File: src/sv/assert_macros.svh
// ----------------------------------------------------------------------------
// Assertion macros
// Shared concurrent assertion wrappers; define ASSERT_OFF to compile them out.
// ----------------------------------------------------------------------------
`ifndef ASSERT_MACROS_SVH
`define ASSERT_MACROS_SVH
`ifndef ASSERT_OFF
`define ASSERT_RST(label, clk, rst_n, prop, msg) \
  label: assert property (@(posedge clk) disable iff (!rst_n) prop) else $error(msg);
`define ASSERT_NEVER(label, clk, rst_n, expr, msg) \
  label: assert property (@(posedge clk) disable iff (!rst_n) !(expr)) else $error(msg);
`else
`define ASSERT_RST(label, clk, rst_n, prop, msg)
`define ASSERT_NEVER(label, clk, rst_n, expr, msg)
`endif
`endif

File: src/sv/jsu_pkg.sv
// ----------------------------------------------------------------------------
// jsu_pkg
// Shared types and constants of the JSON string unescaper.
// ----------------------------------------------------------------------------
`timescale 1ns / 1ps
`default_nettype none

package jsu_pkg;

  localparam logic [1:0] TAIL_NONE = 2'd0;
  localparam logic [1:0] TAIL_BYTE = 2'd1;
  localparam logic [1:0] TAIL_CP   = 2'd2;

  localparam logic [7:0]  CH_BSLASH = 8'h5C;
  localparam logic [7:0]  CH_U      = 8'h75;
  localparam logic [20:0] CP_REPL   = 21'h00FFFD;

  localparam int unsigned IDX_W = 4;

  // One token: optional U+FFFD, replay of held "\u" and digits, then a tail.
  typedef struct packed {
    logic        pre_repl;
    logic [2:0]  rep_len;
    logic [1:0]  tail_kind;
    logic [20:0] tail_val;
    logic [7:0]  dig0;
    logic [7:0]  dig1;
    logic [7:0]  dig2;
    logic        last;
  } jsu_tok_t;

endpackage

`default_nettype wire

File: src/sv/jsu_front.sv
// ----------------------------------------------------------------------------
// jsu_front
// Escape parser: takes one raw byte per item and emits at most one output token.
// ----------------------------------------------------------------------------
`timescale 1ns / 1ps
`default_nettype none
`include "assert_macros.svh"

module jsu_front (
  input  wire                clk,
  input  wire                rst_n,
  input  wire                in_valid,
  output logic               in_ready,
  input  wire  [7:0]         in_byte,
  input  wire                in_last,
  input  wire                q_full,
  output logic               push,
  output jsu_pkg::jsu_tok_t  tok
);
  import jsu_pkg::*;

  localparam logic [2:0] PH_PLAIN = 3'd0;
  localparam logic [2:0] PH_BS    = 3'd1;
  localparam logic [2:0] PH_U     = 3'd2;
  localparam logic [2:0] PH_HI    = 3'd3;
  localparam logic [2:0] PH_HI_BS = 3'd4;
  localparam logic [2:0] PH_HI_U  = 3'd5;

  function automatic logic hex_ok(input logic [7:0] c);
    return c inside {[8'h30:8'h39], [8'h41:8'h46], [8'h61:8'h66]};
  endfunction

  function automatic logic [3:0] hex_val(input logic [7:0] c);
    return (c <= 8'h39) ? c[3:0] : (c[3:0] + 4'd9);
  endfunction

  logic [2:0]  ph_r, ph_nxt;
  logic [1:0]  k_r, k_nxt;
  logic [15:0] acc_r, acc_nxt;
  logic [15:0] hi_r, hi_nxt;
  logic [7:0]  dig0_r, dig1_r, dig2_r;
  logic [7:0]  dig0_nxt, dig1_nxt, dig2_nxt;

  logic        is_hex;
  logic [15:0] v_full;
  logic        v_hi, v_lo;
  logic [20:0] pair_cp;
  logic        esc_hit;
  logic [7:0]  esc_val;
  logic        fresh;
  logic        accept;
  jsu_tok_t    t;

  assign is_hex  = hex_ok(in_byte);
  assign v_full  = {acc_r[11:0], hex_val(in_byte)};
  assign v_hi    = (v_full >= 16'hD800) && (v_full <= 16'hDBFF);
  assign v_lo    = (v_full >= 16'hDC00) && (v_full <= 16'hDFFF);
  assign pair_cp = {1'b0, hi_r[9:0], v_full[9:0]} + 21'h010000;
  assign accept  = in_valid && in_ready;
  assign in_ready = !q_full;

  always_comb begin
    esc_hit = 1'b1;
    case (in_byte)
      8'h2F:   esc_val = 8'h2F;
      8'h62:   esc_val = 8'h08;
      8'h66:   esc_val = 8'h0C;
      8'h6E:   esc_val = 8'h0A;
      8'h72:   esc_val = 8'h0D;
      8'h74:   esc_val = 8'h09;
      8'h22:   esc_val = 8'h22;
      8'h5C:   esc_val = 8'h5C;
      default: begin
        esc_hit = 1'b0;
        esc_val = 8'h00;
      end
    endcase
  end

  always_comb begin
    ph_nxt   = ph_r;
    k_nxt    = k_r;
    acc_nxt  = acc_r;
    hi_nxt   = hi_r;
    dig0_nxt = dig0_r;
    dig1_nxt = dig1_r;
    dig2_nxt = dig2_r;
    fresh    = 1'b0;
    t        = '0;
    t.dig0   = dig0_r;
    t.dig1   = dig1_r;
    t.dig2   = dig2_r;
    t.last   = in_last;
    case (ph_r)
      PH_PLAIN: fresh = 1'b1;
      PH_BS, PH_HI_BS: begin
        t.pre_repl = (ph_r == PH_HI_BS);
        if (in_byte == CH_U) begin
          if (in_last) begin
            t.rep_len = 3'd2;
            ph_nxt    = PH_PLAIN;
          end else begin
            t.pre_repl = 1'b0;
            ph_nxt  = (ph_r == PH_HI_BS) ? PH_HI_U : PH_U;
            k_nxt   = 2'd0;
            acc_nxt = 16'd0;
          end
        end else if (esc_hit) begin
          t.tail_kind = TAIL_BYTE;
          t.tail_val  = {13'd0, esc_val};
          ph_nxt      = PH_PLAIN;
        end else begin
          t.rep_len   = 3'd1;
          t.tail_kind = TAIL_BYTE;
          t.tail_val  = {13'd0, in_byte};
          ph_nxt      = PH_PLAIN;
        end
      end
      PH_U, PH_HI_U: begin
        if (is_hex) begin
          acc_nxt = v_full;
          if (k_r != 2'd3) begin
            case (k_r)
              2'd0:    dig0_nxt = in_byte;
              2'd1:    dig1_nxt = in_byte;
              default: dig2_nxt = in_byte;
            endcase
            if (in_last) begin
              t.pre_repl  = (ph_r == PH_HI_U);
              t.rep_len   = {1'b0, k_r} + 3'd2;
              t.tail_kind = TAIL_BYTE;
              t.tail_val  = {13'd0, in_byte};
              ph_nxt      = PH_PLAIN;
            end else begin
              k_nxt = k_r + 2'd1;
            end
          end else begin
            ph_nxt = PH_PLAIN;
            if (ph_r == PH_HI_U && v_lo) begin
              t.tail_kind = TAIL_CP;
              t.tail_val  = pair_cp;
            end else begin
              t.pre_repl  = (ph_r == PH_HI_U);
              t.tail_kind = TAIL_CP;
              if (v_hi) begin
                if (in_last) begin
                  t.tail_val = CP_REPL;
                end else begin
                  t.tail_kind = TAIL_NONE;
                  hi_nxt      = v_full;
                  ph_nxt      = PH_HI;
                end
              end else if (v_lo) begin
                t.tail_val = CP_REPL;
              end else begin
                t.tail_val = {5'd0, v_full};
              end
            end
          end
        end else begin
          t.pre_repl = (ph_r == PH_HI_U);
          t.rep_len  = {1'b0, k_r} + 3'd2;
          fresh      = 1'b1;
        end
      end
      PH_HI: begin
        if (in_byte == CH_BSLASH && !in_last) begin
          ph_nxt = PH_HI_BS;
        end else begin
          t.pre_repl = 1'b1;
          fresh      = 1'b1;
        end
      end
      default: ph_nxt = PH_PLAIN;
    endcase
    if (fresh) begin
      if (in_byte != CH_BSLASH || in_last) begin
        t.tail_kind = TAIL_BYTE;
        t.tail_val  = {13'd0, in_byte};
        ph_nxt      = PH_PLAIN;
      end else begin
        ph_nxt = PH_BS;
      end
    end
  end

  assign tok  = t;
  assign push = accept && (t.pre_repl || (t.rep_len != 3'd0) || (t.tail_kind != TAIL_NONE));

  always_ff @(posedge clk) begin
    if (!rst_n) begin
      ph_r  <= PH_PLAIN;
      k_r   <= 2'd0;
      acc_r <= 16'd0;
      hi_r  <= 16'd0;
    end else if (accept) begin
      ph_r  <= ph_nxt;
      k_r   <= k_nxt;
      acc_r <= acc_nxt;
      hi_r  <= hi_nxt;
    end
  end

  always_ff @(posedge clk) begin
    if (accept) begin
      dig0_r <= dig0_nxt;
      dig1_r <= dig1_nxt;
      dig2_r <= dig2_nxt;
    end
  end

  `ASSERT_RST(a_last_flushes, clk, rst_n, (push && tok.last) |=> (ph_r == PH_PLAIN), "state held after last item")

endmodule

`default_nettype wire

File: src/sv/jsu_queue.sv
// ----------------------------------------------------------------------------
// jsu_queue
// Short token FIFO between the parser and the byte emitter.
// ----------------------------------------------------------------------------
`timescale 1ns / 1ps
`default_nettype none
`include "assert_macros.svh"

module jsu_queue #(
  parameter int unsigned DEPTH = 4
) (
  input  wire                clk,
  input  wire                rst_n,
  input  wire                push,
  input  jsu_pkg::jsu_tok_t  push_tok,
  output logic               full,
  input  wire                pop,
  output logic               head_valid,
  output jsu_pkg::jsu_tok_t  head_tok
);
  import jsu_pkg::*;

  localparam int unsigned AW = (DEPTH > 1) ? $clog2(DEPTH) : 1;
  localparam int unsigned CW = $clog2(DEPTH + 1);

  jsu_tok_t        slot_r [DEPTH];
  logic [AW-1:0]   wr_ptr_r, rd_ptr_r;
  logic [CW-1:0]   count_r, count_nxt;

  function automatic logic [AW-1:0] ptr_inc(input logic [AW-1:0] p);
    return (p == AW'(DEPTH - 1)) ? '0 : p + 1'b1;
  endfunction

  assign full       = (count_r == CW'(DEPTH));
  assign head_valid = (count_r != '0);
  assign head_tok   = slot_r[rd_ptr_r];

  always_comb begin
    case ({push, pop})
      2'b10:   count_nxt = count_r + 1'b1;
      2'b01:   count_nxt = count_r - 1'b1;
      default: count_nxt = count_r;
    endcase
  end

  always_ff @(posedge clk) begin
    if (!rst_n) begin
      wr_ptr_r <= '0;
      rd_ptr_r <= '0;
      count_r  <= '0;
    end else begin
      if (push) wr_ptr_r <= ptr_inc(wr_ptr_r);
      if (pop)  rd_ptr_r <= ptr_inc(rd_ptr_r);
      count_r <= count_nxt;
    end
  end

  always_ff @(posedge clk) begin
    if (push) slot_r[wr_ptr_r] <= push_tok;
  end

  `ASSERT_NEVER(a_q_overfill, clk, rst_n, count_r > CW'(DEPTH), "queue count beyond depth")
  `ASSERT_RST(a_q_drain, clk, rst_n, (pop && !push) |=> (count_r == $past(count_r) - 1'b1), "pop lost")
  `ASSERT_NEVER(a_q_ptrs, clk, rst_n, (count_r == '0) && (wr_ptr_r != rd_ptr_r), "empty with ptr skew")

endmodule

`default_nettype wire

File: src/sv/jsu_back.sv
// ----------------------------------------------------------------------------
// jsu_back
// Byte emitter: expands each token into its output bytes, one per cycle while out_ready allows.
// ----------------------------------------------------------------------------
`timescale 1ns / 1ps
`default_nettype none
`include "assert_macros.svh"

module jsu_back (
  input  wire                clk,
  input  wire                rst_n,
  input  wire                head_valid,
  input  jsu_pkg::jsu_tok_t  head_tok,
  output logic               pop,
  output logic               out_valid,
  input  wire                out_ready,
  output logic [7:0]         out_byte,
  output logic               out_last
);
  import jsu_pkg::*;

  function automatic logic [2:0] utf8_len(input logic [20:0] cp);
    if (cp < 21'h80)         return 3'd1;
    else if (cp < 21'h800)   return 3'd2;
    else if (cp < 21'h10000) return 3'd3;
    else                     return 3'd4;
  endfunction

  function automatic logic [7:0] utf8_byte(input logic [20:0] cp, input logic [2:0] len,
                                           input logic [1:0] pos);
    logic [7:0] b;
    case (len)
      3'd1: b = cp[7:0];
      3'd2: b = (pos == 2'd0) ? {3'b110, cp[10:6]} : {2'b10, cp[5:0]};
      3'd3: begin
        case (pos)
          2'd0:    b = {4'b1110, cp[15:12]};
          2'd1:    b = {2'b10, cp[11:6]};
          default: b = {2'b10, cp[5:0]};
        endcase
      end
      default: begin
        case (pos)
          2'd0:    b = {5'b11110, cp[20:18]};
          2'd1:    b = {2'b10, cp[17:12]};
          2'd2:    b = {2'b10, cp[11:6]};
          default: b = {2'b10, cp[5:0]};
        endcase
      end
    endcase
    return b;
  endfunction

  logic [IDX_W-1:0] idx_r, idx_nxt;
  logic [IDX_W-1:0] pre_n, rep_n, tail_n, tot_n, rep_pos, tail_pos;
  logic [2:0]       cp_len;
  logic [7:0]       byte_sel;
  logic             adv;
  logic             is_end;
  logic             out_valid_r;
  logic [7:0]       out_byte_r;
  logic             out_last_r;

  assign cp_len   = utf8_len(head_tok.tail_val);
  assign pre_n    = head_tok.pre_repl ? IDX_W'(3) : '0;
  assign rep_n    = IDX_W'(head_tok.rep_len);
  assign rep_pos  = idx_r - pre_n;
  assign tail_pos = rep_pos - rep_n;
  assign tot_n    = pre_n + rep_n + tail_n;
  assign is_end   = (idx_r == tot_n - 1'b1);

  always_comb begin
    case (head_tok.tail_kind)
      TAIL_BYTE: tail_n = IDX_W'(1);
      TAIL_CP:   tail_n = IDX_W'(cp_len);
      default:   tail_n = '0;
    endcase
  end

  always_comb begin
    if (idx_r < pre_n) begin
      case (idx_r[1:0])
        2'd0:    byte_sel = 8'hEF;
        2'd1:    byte_sel = 8'hBF;
        default: byte_sel = 8'hBD;
      endcase
    end else if (rep_pos < rep_n) begin
      case (rep_pos[2:0])
        3'd0:    byte_sel = CH_BSLASH;
        3'd1:    byte_sel = CH_U;
        3'd2:    byte_sel = head_tok.dig0;
        3'd3:    byte_sel = head_tok.dig1;
        default: byte_sel = head_tok.dig2;
      endcase
    end else if (head_tok.tail_kind == TAIL_CP) begin
      byte_sel = utf8_byte(head_tok.tail_val, cp_len, tail_pos[1:0]);
    end else begin
      byte_sel = head_tok.tail_val[7:0];
    end
  end

  assign adv     = !out_valid_r || out_ready;
  assign pop     = adv && head_valid && is_end;
  assign idx_nxt = (adv && head_valid) ? (is_end ? '0 : idx_r + 1'b1) : idx_r;

  always_ff @(posedge clk) begin
    if (!rst_n) begin
      idx_r       <= '0;
      out_valid_r <= 1'b0;
    end else begin
      idx_r <= idx_nxt;
      if (adv) out_valid_r <= head_valid;
    end
  end

  always_ff @(posedge clk) begin
    if (adv && head_valid) begin
      out_byte_r <= byte_sel;
      out_last_r <= head_tok.last && is_end;
    end
  end

  assign out_valid = out_valid_r;
  assign out_byte  = out_byte_r;
  assign out_last  = out_last_r;

  `ASSERT_RST(a_mid_token, clk, rst_n, (idx_r != '0) |-> head_valid, "token left head mid-way")

endmodule

`default_nettype wire

File: src/sv/json_string_unescape_top.sv
// ----------------------------------------------------------------------------
// json_string_unescape_top
// JSON string body unescaper with UTF-8 output for \u escapes.
// ----------------------------------------------------------------------------
// Usage:
//   in_*  : one raw byte of the escaped string body per item; in_tlast on the
//           final byte of the string flushes every held byte.
//   out_* : unescaped bytes, out_tlast on the final byte of a flushed string.
//   An item whose byte completes a token passes through the token queue and
//   then the output register to out_tvalid. Plain bytes stream at one item
//   per cycle while out_tready is high. An item that resolves an escape
//   yields 1 to 9 bytes; the emitter drains one byte per cycle while
//   out_tready is high, and the input keeps flowing until the token queue
//   (QUEUE_DEPTH entries) fills. Bytes of an unfinished escape give no
//   output until resolved. Reset (rst_n low, synchronous) empties the queue
//   and returns the parser to plain text. When the receiver stalls, the
//   output register holds its byte, the queue fills, and in_tready then drops.
// ----------------------------------------------------------------------------
`timescale 1ns / 1ps
`default_nettype none

module json_string_unescape_top #(
  parameter int unsigned QUEUE_DEPTH = 4
) (
  input  wire         clk,
  input  wire         rst_n,
  input  wire         in_tvalid,
  output logic        in_tready,
  input  wire  [7:0]  in_tdata,   // [7:0] in_byte
  input  wire         in_tlast,
  output logic        out_tvalid,
  input  wire         out_tready,
  output logic [7:0]  out_tdata,  // [7:0] out_byte
  output logic        out_tlast
);
  import jsu_pkg::*;

  logic     push, q_full, pop, head_valid;
  jsu_tok_t push_tok, head_tok;

  jsu_front u_front (
    .clk      (clk),
    .rst_n    (rst_n),
    .in_valid (in_tvalid),
    .in_ready (in_tready),
    .in_byte  (in_tdata),
    .in_last  (in_tlast),
    .q_full   (q_full),
    .push     (push),
    .tok      (push_tok)
  );

  jsu_queue #(
    .DEPTH (QUEUE_DEPTH)
  ) u_queue (
    .clk        (clk),
    .rst_n      (rst_n),
    .push       (push),
    .push_tok   (push_tok),
    .full       (q_full),
    .pop        (pop),
    .head_valid (head_valid),
    .head_tok   (head_tok)
  );

  jsu_back u_back (
    .clk        (clk),
    .rst_n      (rst_n),
    .head_valid (head_valid),
    .head_tok   (head_tok),
    .pop        (pop),
    .out_valid  (out_tvalid),
    .out_ready  (out_tready),
    .out_byte   (out_tdata),
    .out_last   (out_tlast)
  );

endmodule

`default_nettype wire
File: config.mk
export PLATFORM = sky130hd
export DESIGN_NAME = json_string_unescape_top
export DESIGN_NICKNAME = d
export VERILOG_FILES = /design/src/sv/jsu_pkg.sv /design/src/sv/jsu_front.sv /design/src/sv/jsu_queue.sv /design/src/sv/jsu_back.sv /design/src/sv/json_string_unescape_top.sv
export VERILOG_INCLUDE_DIRS = /design/src /design/src/sv
export SDC_FILE = /design/constraint.sdc
export NUM_CORES = 1
export LEC_CHECK = 0
export BUFFER_PORTS_ARGS = -buffer_cell sky130_fd_sc_hd__buf_2
export CAP_MARGIN = 25
export CORE_MARGIN = 4
export CORE_UTILIZATION = 33
export DETAILED_ROUTE_END_ITERATION = 16
export PLACE_DENSITY = 0.5
export SLEW_MARGIN = 20
export SYNTH_ARGS = -nofsm -noshare
export SYNTH_HDL_FRONTEND = slang
export SYNTH_SLANG_ARGS = --single-unit
export TNS_END_PERCENT = 100
File: constraint.sdc
create_clock -name clk -period 6.7 [get_ports clk]
set_clock_uncertainty 0.15 [all_clocks]
set_input_delay 1.005 -clock clk [delete_from_list [all_inputs] [get_ports clk]]
set_output_delay 1.005 -clock clk [all_outputs]
set_load 0.02 [all_outputs]
==> impl.org <==
** Outcome
- The flow ran to the end, and the final reports show no timing, DRC or antenna violations.

** Route
- Dividing the detail-routed via count by the number of cells gives approximately 5.1.
- Number of detailed-routing iterations run before antenna repair :: 5
- Starting DRT DRC Count :: 514
- Via count of the routed design :: between 7000 and 8000
- Wires add up to 29.6 mm.
- DRC errors left :: 0
- ANT nets after route :: 0
- Wire length per cell after detailed routing :: approximately 20 µm

** Setup path
- The endpoint identified for the worst register-to-register timing path is u_queue.count_r[2]$_SDFFE_PN0P_.
- The largest single stage delay on the critical path is approximately 0.61 ns.
- Worst Setup Path Type :: reg -> reg
- Kind of end point of the critical path :: flop
- The most numerous cell type found on the critical path is inv_1.
- The worst setup path is launched from a flop.
- Highest net fanout along the worst path :: 19
- Count of cells along the worst register-to-register path :: 20
- Data on the critical path is required at its endpoint by approximately 7 ns.
- For flop-to-flop paths, the worst setup slack is 0.83 ns.
- Worst endpoint data arrival time :: 6.20 ns
- The signal on the critical path passes through mux4_2, or4_4, or2_1, o21a_1, fa_1, ha_1, inv_1, fa_1, xor2_1, xnor2_1, nand4_1, inv_1, nand2_1, inv_1, ha_1, inv_1, fa_1, xor2_1, or3_1, a21oi_1.
- Slowest library cell on the worst path :: mux4_2

** Clocking
- Once the clock tree was built, the resizer swapped 0 gates to a different size.
- Number of buffers inserted during clock tree synthesis :: 30
- After clock tree synthesis, the flow added hold-fix buffers numbering 0.
- Clock-pin slew was measured on the worst setup and hold paths at around 0.060 ns.
- The later pin in the worst-skew pair is clocked with a latency of 0.56 ns.
- The clock drives ~280 sinks.
- CTS built an H-tree with a depth of 1.
- TritonCTS built the clock tree.
- Cell at the root of the clock tree :: clkbuf_16
- Setup fix buffers added after clock tree synthesis :: 0
- No sink is reached through more buffers than the 3 on the longest clock path.

** Timing
- Hold violation count in the final report :: 0
- The smallest clock period supported by the final layout is computed as 5.87 ns.
- Number of slew-limit violations in the final report :: 0
- Minimum hold slack :: 0.334 ns
- Setup total negative slack on the finished layout was measured at 0 ns.
- Setup violations remaining at the end of the flow were counted as 0.
- Pin slew with the least headroom to its limit :: 0.845 ns
- Across all setup checks in the final design, the least slack found is slightly above 0.8 ns.
- For this run, the top clock speed supported by timing is 170 MHz.
- Part of the cycle the worst path needs :: 0.876
- Unrepaired setup endpoints after global routing :: no
- Worst slew slack as a fraction of its limit :: 0.428

** Power
- IR analysis of the VDD net gives a maximum drop of 0.168 mV.
- Power per cell area :: 345 mW/mm²
- Summed over all cells, the static leakage comes to 4.84 nW.

** Floorplan
- After floorplanning, the core was divided into just over 70 placement rows.
- The floorplan step defined a core boundary enclosing approximately 0.038 mm².
- The initial utilization of the core area, before any placement, comes to 0.336.
- The die covers 0.0419 mm².
- Die H :: 205 µm
- Top-Level Pins :: 24
- Horizontal die dimension :: approximately 200 µm

** Layout
- Nets@finish :: about 970
- Total non-filler cell area in the finished layout :: 0.0145 mm²
- Of the cells placed in the final design, the portion with a size suffix greater than 1 is 0.170.
- Layout overhead on the synthesized area :: 13.3%
- 0 antenna diodes ended up in the layout.
- Number of inserted filler cells in the final layout :: 3563

** Synth
- Share of the yosys chip area belonging to registers :: 0.632
- In this run, synthesis produced a sequential element count of 282.
- For this run, the number of Yosys warnings is 0.
- The number of nets handed over by synthesis was 943.
- Proportion of register bits with asynchronous set or reset after synthesis :: 0
- Each instance of the synthesized netlist takes up on average 14.3 µm².
- In this run, synthesis inferred 241 flip-flops with an integrated enable.
- Synthesis produced a netlist whose cell count is 894.
- Unique cell type count in the Yosys netlist :: 74
- Most used flip-flop cell after synthesis :: edfxtp_1
- Combined area of all synthesized cells :: between 0.01 and 0.015 mm²

** Global routing
- All-layer global routing usage :: 0.142
- GRT Residual Overflow :: 0
- Maximum number of pins on one net before global-route repair :: 53
- Via count of the first global-routing pass :: 7413
- The number of antenna violations at the first check in global routing came to 0.
- Global-route wire length before repair :: 45.8 mm

** Min path
- Worst Hold Path EP :: u_back.out_valid$_SDFFE_PN0P_
- The min-delay analysis places its worst path in the category reg -> reg.
- Hold-critical path depth :: 2
- The worst hold path begins at u_back.out_valid$_SDFFE_PN0P_.

** Placed design
- Pre-CTS setup slack :: roughly 0.77 ns
- Global placer's final weighted congestion :: 0.833
- In this run the cell area measured after placement is roughly 0.013 mm².
- IO buf count :: 23
- The wire-length estimate of the detail-placed layout is between 20 and 25 mm.

** Run
- Across the run, the number of max-cap violations was 0.
cells in the mapped netlist, types with 4 or more instances:
cell type | instances | area [µm²]
a211oi_1 | 4 | 30.0
a21oi_1 | 37 | 185
a22o_1 | 12 | 105
a31oi_1 | 8 | 50.1
and2_1 | 12 | 75.1
and3_1 | 5 | 31.3
buf_2 | 11 | 55.1
clkbuf_1 | 27 | 101
dfxtp_1 | 41 | 821
edfxtp_1 | 241 | 7240
fa_1 | 5 | 100
ha_1 | 31 | 388
inv_1 | 46 | 173
mux2_2 | 6 | 67.6
mux2i_1 | 20 | 200
mux4_2 | 51 | 1150
nand2_1 | 57 | 214
nand2b_1 | 5 | 31.3
nand3_1 | 18 | 90.1
nand4_1 | 9 | 56.3
nor2_1 | 61 | 229
nor3_1 | 23 | 115
nor3b_1 | 4 | 30.0
o211ai_1 | 13 | 97.6
o21ai_0 | 33 | 165
o221ai_1 | 5 | 43.8
o22ai_1 | 7 | 43.8
o31ai_1 | 5 | 37.5
or2_2 | 4 | 25.0
or3_1 | 8 | 50.1
xnor2_1 | 11 | 96.3
xor2_1 | 9 | 78.8
placed cells by master, fill, tap and decap left out, types with 5 or more instances in the layout:
cell type	instances
xor2_1	9
nand2_1	57
o21ai_0	33
o211ai_1	13
o221ai_1	5
nor3_1	23
nor2_1	61
xnor2_1	11
clkbuf_1	9
buf_4	13
clkinv_1	5
and2_1	8
o31ai_1	5
mux4_2	51
dfxtp_1	39
mux2_2	6
nand4_1	9
mux2i_1	20
or3_1	8
o22ai_1	7
edfxtp_1	241
fa_1	5
clkbuf_16	31
nand2b_1	5
a21oi_1	36
a22o_1	12
inv_1	46
buf_2	23
nand3_1	18
ha_1	31
clkinv_2	6
a31oi_1	8
and3_1	5
sequential cells by signal, summed over array words and instances, names as in the netlist, 3 cells and up, named ones only:
| name | cells |
|---|---|
| u_front.acc_r | 12 |
| u_back.out_byte | 8 |
| u_front.dig2_r | 8 |
| u_front.dig0_r | 8 |
| u_front.ph_r | 3 |
| u_front.hi_r | 10 |
| u_queue.slot_r | 208 |
| u_queue.count_r | 3 |
| u_front.dig1_r | 8 |
| u_back.idx_r | 4 |
cell families (layout without fill, tap and decap cells):
family / after synthesis / count (layout) / synth area share
flip-flops: 282 / 282 / 0.632
AO/OA/AOI/OAI: 155 / 155 / 0.0820
multiplexers: 79 / 79 / 0.115
XOR/XNOR: 20 / 20 / 0.0137
buffers and inverters: 93 / 142 / 0.0302
AND/OR/NAND/NOR: 229 / 229 / 0.0890
adder cells (fa/ha/maj): 36 / 36 / 0.0383
critical path: cells and delay by family, from the launching register on:
family / cells / cell delay, ns
DFF: 1 / 0.59
buffers and inverters: 4 / 0.33
and+or+nand+nor: 5 / 1.62
xor gates and xnor gates: 3 / 0.47
AOI/OAI and AO/OA: 2 / 0.39
adders and majority gates: 5 / 1.60
muxes: 1 / 0.61
final cells by class:
type                    count  area [µm²]  share of cell area
clock buffers              40         810              0.0560
flip-flops and latches    282        8060               0.558
inverters                  48         180              0.0125
well taps                 511         639              0.0442
clock inverters            16         186              0.0129
multi-input cells         519        4320               0.299
repair buffers             38         253              0.0175
worst max path at each step:
stage,slack [ns],cells after the start,endpoint,from
5_1_grt,0.38,21,u_queue.count_r[2]$_SDFFE_PN0P_,flop
3_5_place_dp,0.77,21,u_queue.count_r[2]$_SDFFE_PN0P_,flop
4_1_cts,0.75,21,u_queue.count_r[2]$_SDFFE_PN0P_,flop
3_3_place_gp,0.88,21,u_queue.count_r[2]$_SDFFE_PN0P_,flop
6_report,0.83,20,u_queue.count_r[2]$_SDFFE_PN0P_,flop
2_1_floorplan,0.84,27,u_queue.count_r[2]$_SDFFE_PN0P_,flop
report_power, final:
group	switching (W)	total, W	internal (W)
Combinational	0.000767	0.00123	0.000461
Sequential	0.0000535	0.00210	0.00205
Clock	0.000659	0.00166	0.00100
Total	0.00148	0.00499	0.00351
metal layers:
| layer | up-vias | track usage | share of wire |
|---|---|---|---|
| met5 | - | 0 | 0 |
| met4 | 0 | 0.0349 | 0.018 |
| met3 | 41 | 0.0204 | 0.038 |
| met2 | 160 | 0.228 | 0.47 |
| met1 | 3693 | 0.204 | 0.47 |
| li1 | 3499 | - | - |
through the flow:
step | utilization | cells | total power, W
after floorplan | - | 894 | 0.00301
after global placement | 0.355 | 1398 | 0.00338
after detailed placement | 0.355 | 1398 | 0.00337
after CTS | 0.381 | 1454 | 0.00505
after global routing | 0.381 | 1454 | 0.00525
final | 0.381 | 1454 | 0.00499
No activity file was read; power rests on OpenSTA's default activity.
